**config.mk**
```make
export PLATFORM = sky130hd
export DESIGN_NAME = r2f_butterfly
export DESIGN_NICKNAME = d
export VERILOG_FILES = /design/src/hw/rtl/r2f_pkg.sv /design/src/hw/rtl/r2f_butterfly.sv
export SDC_FILE = /design/constraint.sdc
export NUM_CORES = 2
export LEC_CHECK = 0
export ABC_AREA = 1
export BUFFER_PORTS_ARGS = -buffer_cell sky130_fd_sc_hd__buf_2
export CAP_MARGIN = 20
export CORE_UTILIZATION = 63
export DETAILED_ROUTE_END_ITERATION = 6
export GPL_TIMING_DRIVEN = 0
export PLACE_DENSITY = 0.82
export SYNTH_ARGS = -nofsm -noshare
export SYNTH_HDL_FRONTEND = slang
export SYNTH_SLANG_ARGS = --single-unit
export TNS_END_PERCENT = 100
```
**constraint.sdc**
```tcl
create_clock -name clk -period 18.31 [get_ports clk]
set_clock_uncertainty 0.15 [all_clocks]
set_input_delay 4.5775 -clock clk [delete_from_list [all_inputs] [get_ports clk]]
set_output_delay 4.5775 -clock clk [all_outputs]
set_load 0.01 [all_outputs]
```
**src/hw/rtl/r2f_pkg.sv**
```systemverilog
// ----------------------------------------------------------------------------
// r2f_pkg
// shared types, register codes and twiddle table generation for the
// radix-2 decimation-in-frequency fft
// ----------------------------------------------------------------------------
package r2f_pkg;

  localparam int MAX_SIZE_LOG2_DEF = 12;
  localparam int SAMPLE_BITS_DEF   = 16;
  localparam int TWIDDLE_BITS_DEF  = 16;
  localparam int DATA_BITS_DEF     = 30;
  localparam logic [3:0] SIZE_LOG2_RESET = 4'd10;

  localparam logic [63:0] PI_Q30  = 64'd3373259426;
  localparam logic [63:0] ONE_Q30 = 64'd1 << 30;

  typedef enum logic {
    REG_SIZE_LOG2 = 1'b0,
    REG_INVERSE   = 1'b1
  } cfg_reg_t;

  typedef enum logic {
    OP_LOAD  = 1'b0,
    OP_FETCH = 1'b1
  } op_t;

  typedef enum logic [3:0] {
    ST_IDLE,
    ST_CLEAR,
    ST_RD_A,
    ST_RD_B,
    ST_SUM,
    ST_M0,
    ST_M1,
    ST_M2,
    ST_M3,
    ST_M4,
    ST_M5,
    ST_FETCH
  } state_t;

  typedef enum logic [2:0] {
    MS_NONE,
    MS_P0,
    MS_P1,
    MS_P2,
    MS_P3,
    MS_P4
  } mul_step_t;

  typedef struct packed {
    logic      load_a;
    logic      load_b;
    mul_step_t step;
    logic      swap;
    logic      scale;
  } bf_ctrl_t;

  // shift and subtract quotient, only evaluated while the twiddle table is built
  function automatic logic [63:0] udiv64(input logic [63:0] num, input logic [63:0] den);
    logic [63:0] q;
    logic [64:0] r;
    q = '0;
    r = '0;
    for (int i = 63; i >= 0; i--) begin
      r = {r[63:0], num[i]};
      if (r >= {1'b0, den}) begin
        r    = r - {1'b0, den};
        q[i] = 1'b1;
      end
    end
    return q;
  endfunction

  // cos or sin magnitude over one quadrant, q30 in and out
  function automatic logic [63:0] taylor_q30(input logic [63:0] x, input logic want_sin);
    logic [63:0] x2;
    logic [63:0] term;
    logic [63:0] d;
    longint      acc;
    x2   = (x * x) >> 30;
    term = want_sin ? x : ONE_Q30;
    acc  = longint'(term);
    for (int n = 1; n <= 14; n++) begin
      d = want_sin ? 64'((2 * n) * (2 * n + 1)) : 64'((2 * n - 1) * (2 * n));
      term = udiv64((term * x2) >> 30, d);
      if ((n & 1) == 1) acc = acc - longint'(term);
      else acc = acc + longint'(term);
    end
    if (acc < 0) acc = 0;
    if (acc > longint'(ONE_Q30)) acc = longint'(ONE_Q30);
    return 64'(acc);
  endfunction

  function automatic logic [23:0] to_twiddle(input logic [63:0] q30, input logic neg,
                                             input int tw_bits);
    logic [63:0] q;
    logic [63:0] top;
    int          r;
    r   = 31 - tw_bits;
    q   = (q30 + (64'd1 << (r - 1))) >> r;
    top = (64'd1 << (tw_bits - 1)) - 64'd1;
    if (q > top) q = top;
    return neg ? 24'(-q) : 24'(q);
  endfunction

  // {imag, real}, each 24 bits, sign in the low tw_bits
  function automatic logic [47:0] twiddle_entry(input int t, input int max_log2,
                                                input int tw_bits);
    logic [63:0] x;
    logic [23:0] wr;
    logic [23:0] wi;
    int          max_n;
    max_n = 1 << max_log2;
    if (4 * t < max_n) begin
      x  = (PI_Q30 * 64'(t)) >> (max_log2 - 1);
      wr = to_twiddle(taylor_q30(x, 1'b0), 1'b0, tw_bits);
      wi = to_twiddle(taylor_q30(x, 1'b1), 1'b1, tw_bits);
    end else begin
      x  = (PI_Q30 * 64'(t - (max_n >> 2))) >> (max_log2 - 1);
      wr = to_twiddle(taylor_q30(x, 1'b1), 1'b1, tw_bits);
      wi = to_twiddle(taylor_q30(x, 1'b0), 1'b1, tw_bits);
    end
    return {wi, wr};
  endfunction

endpackage

```
**src/hw/rtl/r2f_butterfly.sv**
```systemverilog
// ----------------------------------------------------------------------------
// r2f_butterfly
// butterfly datapath: saturating sum and difference, one shared multiplier
// stepped four times for the twiddle product, rounding and inverse-mode 1/n scaling
// ----------------------------------------------------------------------------
module r2f_butterfly #(
  parameter int DATA_BITS    = r2f_pkg::DATA_BITS_DEF,
  parameter int TWIDDLE_BITS = r2f_pkg::TWIDDLE_BITS_DEF,
  parameter int LG_W         = 4
) (
  input  logic                           clk,
  input  r2f_pkg::bf_ctrl_t              ctrl,
  input  logic [LG_W-1:0]                shift_amt,
  input  logic [2*DATA_BITS-1:0]         rd_word,
  input  logic signed [TWIDDLE_BITS-1:0] tw_real,
  input  logic signed [TWIDDLE_BITS-1:0] tw_imag,
  output logic [2*DATA_BITS-1:0]         sum_word,
  output logic [2*DATA_BITS-1:0]         diff_word
);

  localparam int D     = DATA_BITS;
  localparam int T     = TWIDDLE_BITS;
  localparam int PW    = D + T;
  localparam int ACC_W = D + T + 1;
  localparam logic signed [D-1:0] DMAX = {1'b0, {(D-1){1'b1}}};
  localparam logic signed [D-1:0] DMIN = {1'b1, {(D-1){1'b0}}};

  logic signed [D-1:0]     in_re, in_im;
  logic signed [D-1:0]     a_re, a_im;
  logic signed [D-1:0]     sum_re, sum_im, dr, di, res_re;
  logic signed [D-1:0]     mul_a;
  logic signed [T-1:0]     mul_b;
  logic signed [PW-1:0]    prod;
  logic signed [ACC_W-1:0] acc;
  logic signed [D-1:0]     acc_rnd;

  function automatic logic signed [D-1:0] sat1(input logic signed [D:0] v);
    if (v[D] != v[D-1]) return v[D] ? DMIN : DMAX;
    return v[D-1:0];
  endfunction

  function automatic logic signed [D-1:0] rnd(input logic signed [ACC_W-1:0] v);
    logic signed [ACC_W-1:0] r;
    logic signed [D+1:0]     s;
    r = (v + (ACC_W'(1) <<< (T - 2))) >>> (T - 1);
    s = r[D+1:0];
    if (s > (D+2)'(DMAX)) return DMAX;
    if (s < (D+2)'(DMIN)) return DMIN;
    return s[D-1:0];
  endfunction

  function automatic logic signed [D-1:0] scl(input logic signed [D-1:0] v, input logic en,
                                               input logic [LG_W-1:0] sh);
    return en ? (v >>> sh) : v;
  endfunction

  // inverse mode swaps real and imaginary on the first stage read
  assign in_re = ctrl.swap ? rd_word[2*D-1:D] : rd_word[D-1:0];
  assign in_im = ctrl.swap ? rd_word[D-1:0]   : rd_word[2*D-1:D];

  always_comb begin
    unique case (ctrl.step)
      r2f_pkg::MS_P0: begin mul_a = dr; mul_b = tw_real; end
      r2f_pkg::MS_P1: begin mul_a = di; mul_b = tw_imag; end
      r2f_pkg::MS_P2: begin mul_a = dr; mul_b = tw_imag; end
      r2f_pkg::MS_P3: begin mul_a = di; mul_b = tw_real; end
      default:        begin mul_a = dr; mul_b = tw_real; end
    endcase
  end

  always_ff @(posedge clk) begin
    if (ctrl.load_a) begin
      a_re <= in_re;
      a_im <= in_im;
    end
    if (ctrl.load_b) begin
      sum_re <= sat1((D+1)'(a_re) + (D+1)'(in_re));
      sum_im <= sat1((D+1)'(a_im) + (D+1)'(in_im));
      dr     <= sat1((D+1)'(a_re) - (D+1)'(in_re));
      di     <= sat1((D+1)'(a_im) - (D+1)'(in_im));
    end
    prod <= PW'(mul_a) * PW'(mul_b);
    unique case (ctrl.step)
      r2f_pkg::MS_P1: acc <= ACC_W'(prod);
      r2f_pkg::MS_P2: acc <= acc - ACC_W'(prod);
      r2f_pkg::MS_P3: begin
        res_re <= acc_rnd;
        acc    <= ACC_W'(prod);
      end
      r2f_pkg::MS_P4: acc <= acc + ACC_W'(prod);
      default: ;
    endcase
  end

  assign acc_rnd   = rnd(acc);
  assign sum_word  = {scl(sum_im, ctrl.scale, shift_amt), scl(sum_re, ctrl.scale, shift_amt)};
  assign diff_word = {scl(acc_rnd, ctrl.scale, shift_amt), scl(res_re, ctrl.scale, shift_amt)};

endmodule
```
# Word-level counts from Yosys, hierarchy flattened
# Index checks and enable logic that the tools add are counted.
[word_totals] register_bits=303 inputBits=104 output_inout_bits=120 wordCells=70
[classes] n_addsub=7 multipliers=1 order_cmp=2 n_eq_ne=8 n_shift=4 mux=36 n_reduce_logical=3
[op_table] operator="two-way mux 30 bit" count=23
[op_table] operator="case mux 47 bit (3 select lines)" count=1
[op_table] operator=">>> shifter 30 x 4 -> 30 bit" count=4
[op_table] operator="adder 30 x 30 -> 31 bit" count=2
[op_table] operator="subtractor 30 x 30 -> 31 bit" count=2
[op_table] operator="adder 47 x 16 -> 47 bit (second input constant)" count=1
[op_table] operator="adder 47 x 46 -> 47 bit" count=1
[op_table] operator="subtractor 47 x 46 -> 47 bit" count=1
[op_table] operator="multiplier 30 x 16 -> 46 bit" count=1
[op_table] operator="> comparator 32 x 30 -> 1 bit (second input constant)" count=1
[op_table] operator="< comparator 32 x 30 -> 1 bit (second input constant)" count=1
[op_table] operator="two-way mux 16 bit" count=1
[op_table] operator="two-way mux 1 bit" count=11
[op_table] operator="equality test 3 x 2 -> 1 bit (second input constant)" count=2
[op_table] operator="equality test 3 bit (second input constant)" count=2
[op_table] operator="inequality test 1 bit" count=4
[op_table] operator="OR reduction 2 bit" count=2
[op_table] operator="nonzero test 3 bit" count=1

# Depth between registers and ports, before layout
[logic_depth] ltp_word=8 ltp_mapped=35 ltp_nobuf=33

# Least setup slack after synthesis
# No wires, ideal clock.
[synth_path] path_kind="input port to flip-flop" from="in ctrl[3] (netlist bit)" to="reg prod[45]" setup_ns=0.072 arrival_ns=12.900 required_time_ns=18.088 slack_ns=5.188 path_stages=30 path_buffers=2 cell_sequence="nor3_1 > inv_1 > a21oi_2 > clkbuf_1 > or2_2 > o21ai_1 > inv_1 > clkbuf_1 > nand2_1 > fa_1 > fa_1 > fa_1 > inv_1 > fa_1 > fa_1 > inv_1 > fa_1 > inv_1 > ha_1 > nand2_1 > nor2_1 > inv_1 > nor3_1 > nand4_1 > nand3_1 > a21oi_1 > o21ai_0 > nand3_1 > nand2_1 > xor2_1"
[synth_via] elab_chain_len=4 elab_cells_between_ends=8 cone_classes="mul (1); eq/ne (3); mux (2); reduce/logical (2)"
[synth_rtl] item="from (decl)" line_no="r2f_butterfly.sv:12" text="input r2f_pkg::bf_ctrl_t ctrl,"
[synth_rtl] item="equality test 3 bit / equality test 3 x 2 -> 1 bit (equally long branches)" line_no="r2f_butterfly.sv:62" text="unique case (ctrl.step)"
[synth_rtl] item="OR reduction 2 bit (no line)"
[synth_rtl] item="two-way mux 30 bit / two-way mux 16 bit (equally long branches)" line_no="r2f_butterfly.sv:62"
[synth_rtl] item="multiplier 30 x 16 -> 46 bit (*)" line_no="r2f_butterfly.sv:82" text="prod <= PW'(mul_a) * PW'(mul_b);"
[synth_rtl] item="to (signal assigned)" line_no="r2f_butterfly.sv:82"
[synth_rtl] item="to (decl)" line_no="r2f_butterfly.sv:33" text="logic signed [PW-1:0] prod;"
# Mark *: on every way between the ends. The rest lies on a longest branch, timed or not.
# A chain may end at the register's enable or synchronous reset.

# Worst setup path after layout
[layout_path] from="in ctrl[3] (netlist bit)" to="reg prod[43]"
# Same word-level chain as after synthesis.

==> impl_metrics.yaml <==
yosys:
  async_reset_ff_frac: 0
  synth.most_common_cell: "nand2_1"
  ys_seq_area_frac: 0.187
  synthCells: 6401
  synth_nets: 7247
  ys_ff_latch: 303
  synthDominantCellAreaShare: 0.201
  syn-cell-area_um2: 46200
  synthTopCellsByCount: "nand2_1, inv_1, nor2_1"
  synth_ff_type: "edfxtp_1"
  ys_warn_count: 0
  synth_area_leader_cell: "fa_1"
  synthDistinctLibCells: 68
  synthTopCellsByArea: "fa_1, edfxtp_1, nand2_1, inv_1, ha_1"
  synth_edf_count: 257
  avgSynthCellArea_um2: 7.22
route:
  wl_um: 174000
  viasPerCell: 6.12
  drt_first_pass_iters: 7
  drc: 0
  vias: 46800
  drtIter0Drc: 6471
  wl_per_cell_um: 22.7
  antenna_left: 0
worst_setup_path:
  arrival_ns: 13.26
  crit_buf_inv: 9
  cp_max_fo: 10
  crit_family: "adder cells"
  cp_slowest_stage_delay_ns: 1.07
  crit_type: "input port to flip-flop"
  end_kind: "flip-flop"
  slowest_stage: "o21ai_1"
  crit_required_ns: 18.66
  startpoint_type: "input port"
clock_network:
  clock_sinks: 303
  post_cts_buffers: 0
  cts.htree.levels: 2
  hold_buffers: 0
  cts_tree: "yes"
  cts_resized: 0
  numCtsBuffers: 37
  clock_latency_ns: 0.57
  cts_max_path_buffers: 3
  clk_pin_slew_ns: 0.06
  root_buffer: "clkbuf_16"
finish:
  nets: 7515
  syn2layout_area_growth_pct: 8.00
  final_util: 0.693
  drive_gt1_frac: 0.0782
  design_area_um2: 49900
floorplan:
  rows: 98
  ios: 224
  die_w_um: 273
  die_area_um2: 74400
  core_area_um2: 72000
  die_height_um: 273
  start_util: 0.642
global_routing:
  antenna_found_initial: 6
  grt_start_max_net_pins: 65
  track_usage: 0.460
  grt_pass1_vias: 45000
  grt_pass1_wl_um: 260000
  grt-ovfl-total: 0
placed_design:
  portBuffers: 219
  gp_congestion: 1.14
  post-dp-hpwl_um: 141000
  place_area_um2: 48600
timing:
  fin_crit_sh: 0.705
  hold_viol: 0
  fmax_mhz: 77.4
  holdWs_ns: 0.442
  final-max-slew-violation-count: 0
  rsz0062_at_grt: "no"
  setup_violations: 0
  timing.final.crit_period_ns: 12.91
  tns_ns: 0
  slew_headroom: 0.144
  tightest_slew_ns: 1.28
outcome:
  status: "completed"
run:
  drv_cap: 0
worst_hold_path:
  hold_path.class: "flip-flop to flip-flop"
-- worst min-delay path: stages (launching register included) --
cell and delay [ns]:
dfxtp_1 0.36, nand2_1 0.07, o21ai_0 0.06
-- flip-flops by register name, indices dropped and copies added, names as in the netlist --
register	count
prod	46
sum_re	30
res_re	30
a_im	30
di	30
dr	30
a_re	30
acc	47
sum_im	30
-- metrics by stage --
stage               instances  worst slack, ns
finish                   7648             5.40
detailed placement       7579             5.17
floorplan                6401             5.19
CTS                      7646             5.75
global placement         7570             1.79
global route             7648             5.13
-- cell families (layout without fill, tap and decap cells) --
group | Yosys count | in the layout | synth area share
AO/OA/AOI/OAI | 1092 | 1092 | 0.133
XOR/XNOR | 248 | 248 | 0.0473
adder cells (fa/ha/maj) | 742 | 742 | 0.276
buffers and inverters | 1422 | 1718 | 0.121
flip-flops | 303 | 303 | 0.187
multiplexers | 46 | 46 | 0.00997
other | 0 | 1 | 0
AND/OR/NAND/NOR | 2548 | 2548 | 0.226
-- path summary, 6_finish.rpt --
| kind | slack (ns) | end | depth (start not counted) | start |
|---|---|---|---|---|
| min | 0.44 | acc[3] | 2 | prod[3] |
| max | 5.40 | prod[43] | 30 | ctrl[3] |
| max reg2reg | 10.83 | prod[45] | 23 | di[8] |
| min reg2reg | 0.44 | acc[3] | 2 | prod[3] |
-- routing by layer --
layer / GRT usage / wire length [µm] / vias up
met5: 0 / 52 / -
met4: 0.272 / 12200 / 8
met3: 0.140 / 24300 / 798
met2: 0.684 / 73000 / 3476
met1: 0.592 / 64200 / 21700
li1: - / - / 20800
-- cells in the final DEF (no fill, tap or decap), types with 10 or more instances in the layout --
master / count
a22oi_1: 23
o21ai_1: 68
dfxtp_1: 46
nand3_1: 340
edfxtp_1: 257
o211ai_1: 23
nand4_1: 23
clkbuf_16: 38
o21ai_2: 26
nor4_1: 23
o31ai_1: 12
buf_6: 16
o21bai_1: 13
a31oi_1: 36
buf_1: 21
a21o_1: 12
xnor2_1: 57
inv_2: 21
buf_4: 19
clkbuf_1: 172
buf_2: 280
fa_1: 463
a21oi_1: 313
nor3_1: 51
o21a_1: 26
nor2_1: 554
nand2_2: 13
xor2_1: 189
nand2_1: 1464
or2_2: 48
o21ai_0: 474
ha_1: 279
a211oi_1: 10
inv_1: 1116
mux2i_1: 46
clkinv_1: 10
-- final cells by class --
| cell class | count | area, µm² |
|---|---|---|
| sequential | 303 | 8640 |
| inverter | 1143 | 4290 |
| fill | 6114 | 22100 |
| antenna | 1 | 2.50 |
| multi-input combinational | 4676 | 32000 |
| buffer | 279 | 1280 |
| timing repair buffer | 229 | 1220 |
| clock inverter | 25 | 295 |
| clock buffer | 42 | 976 |
| tap | 950 | 1190 |
Power is not shown: default switching activity piles up to over one toggle a cycle in this logic, so the estimate is an artifact.
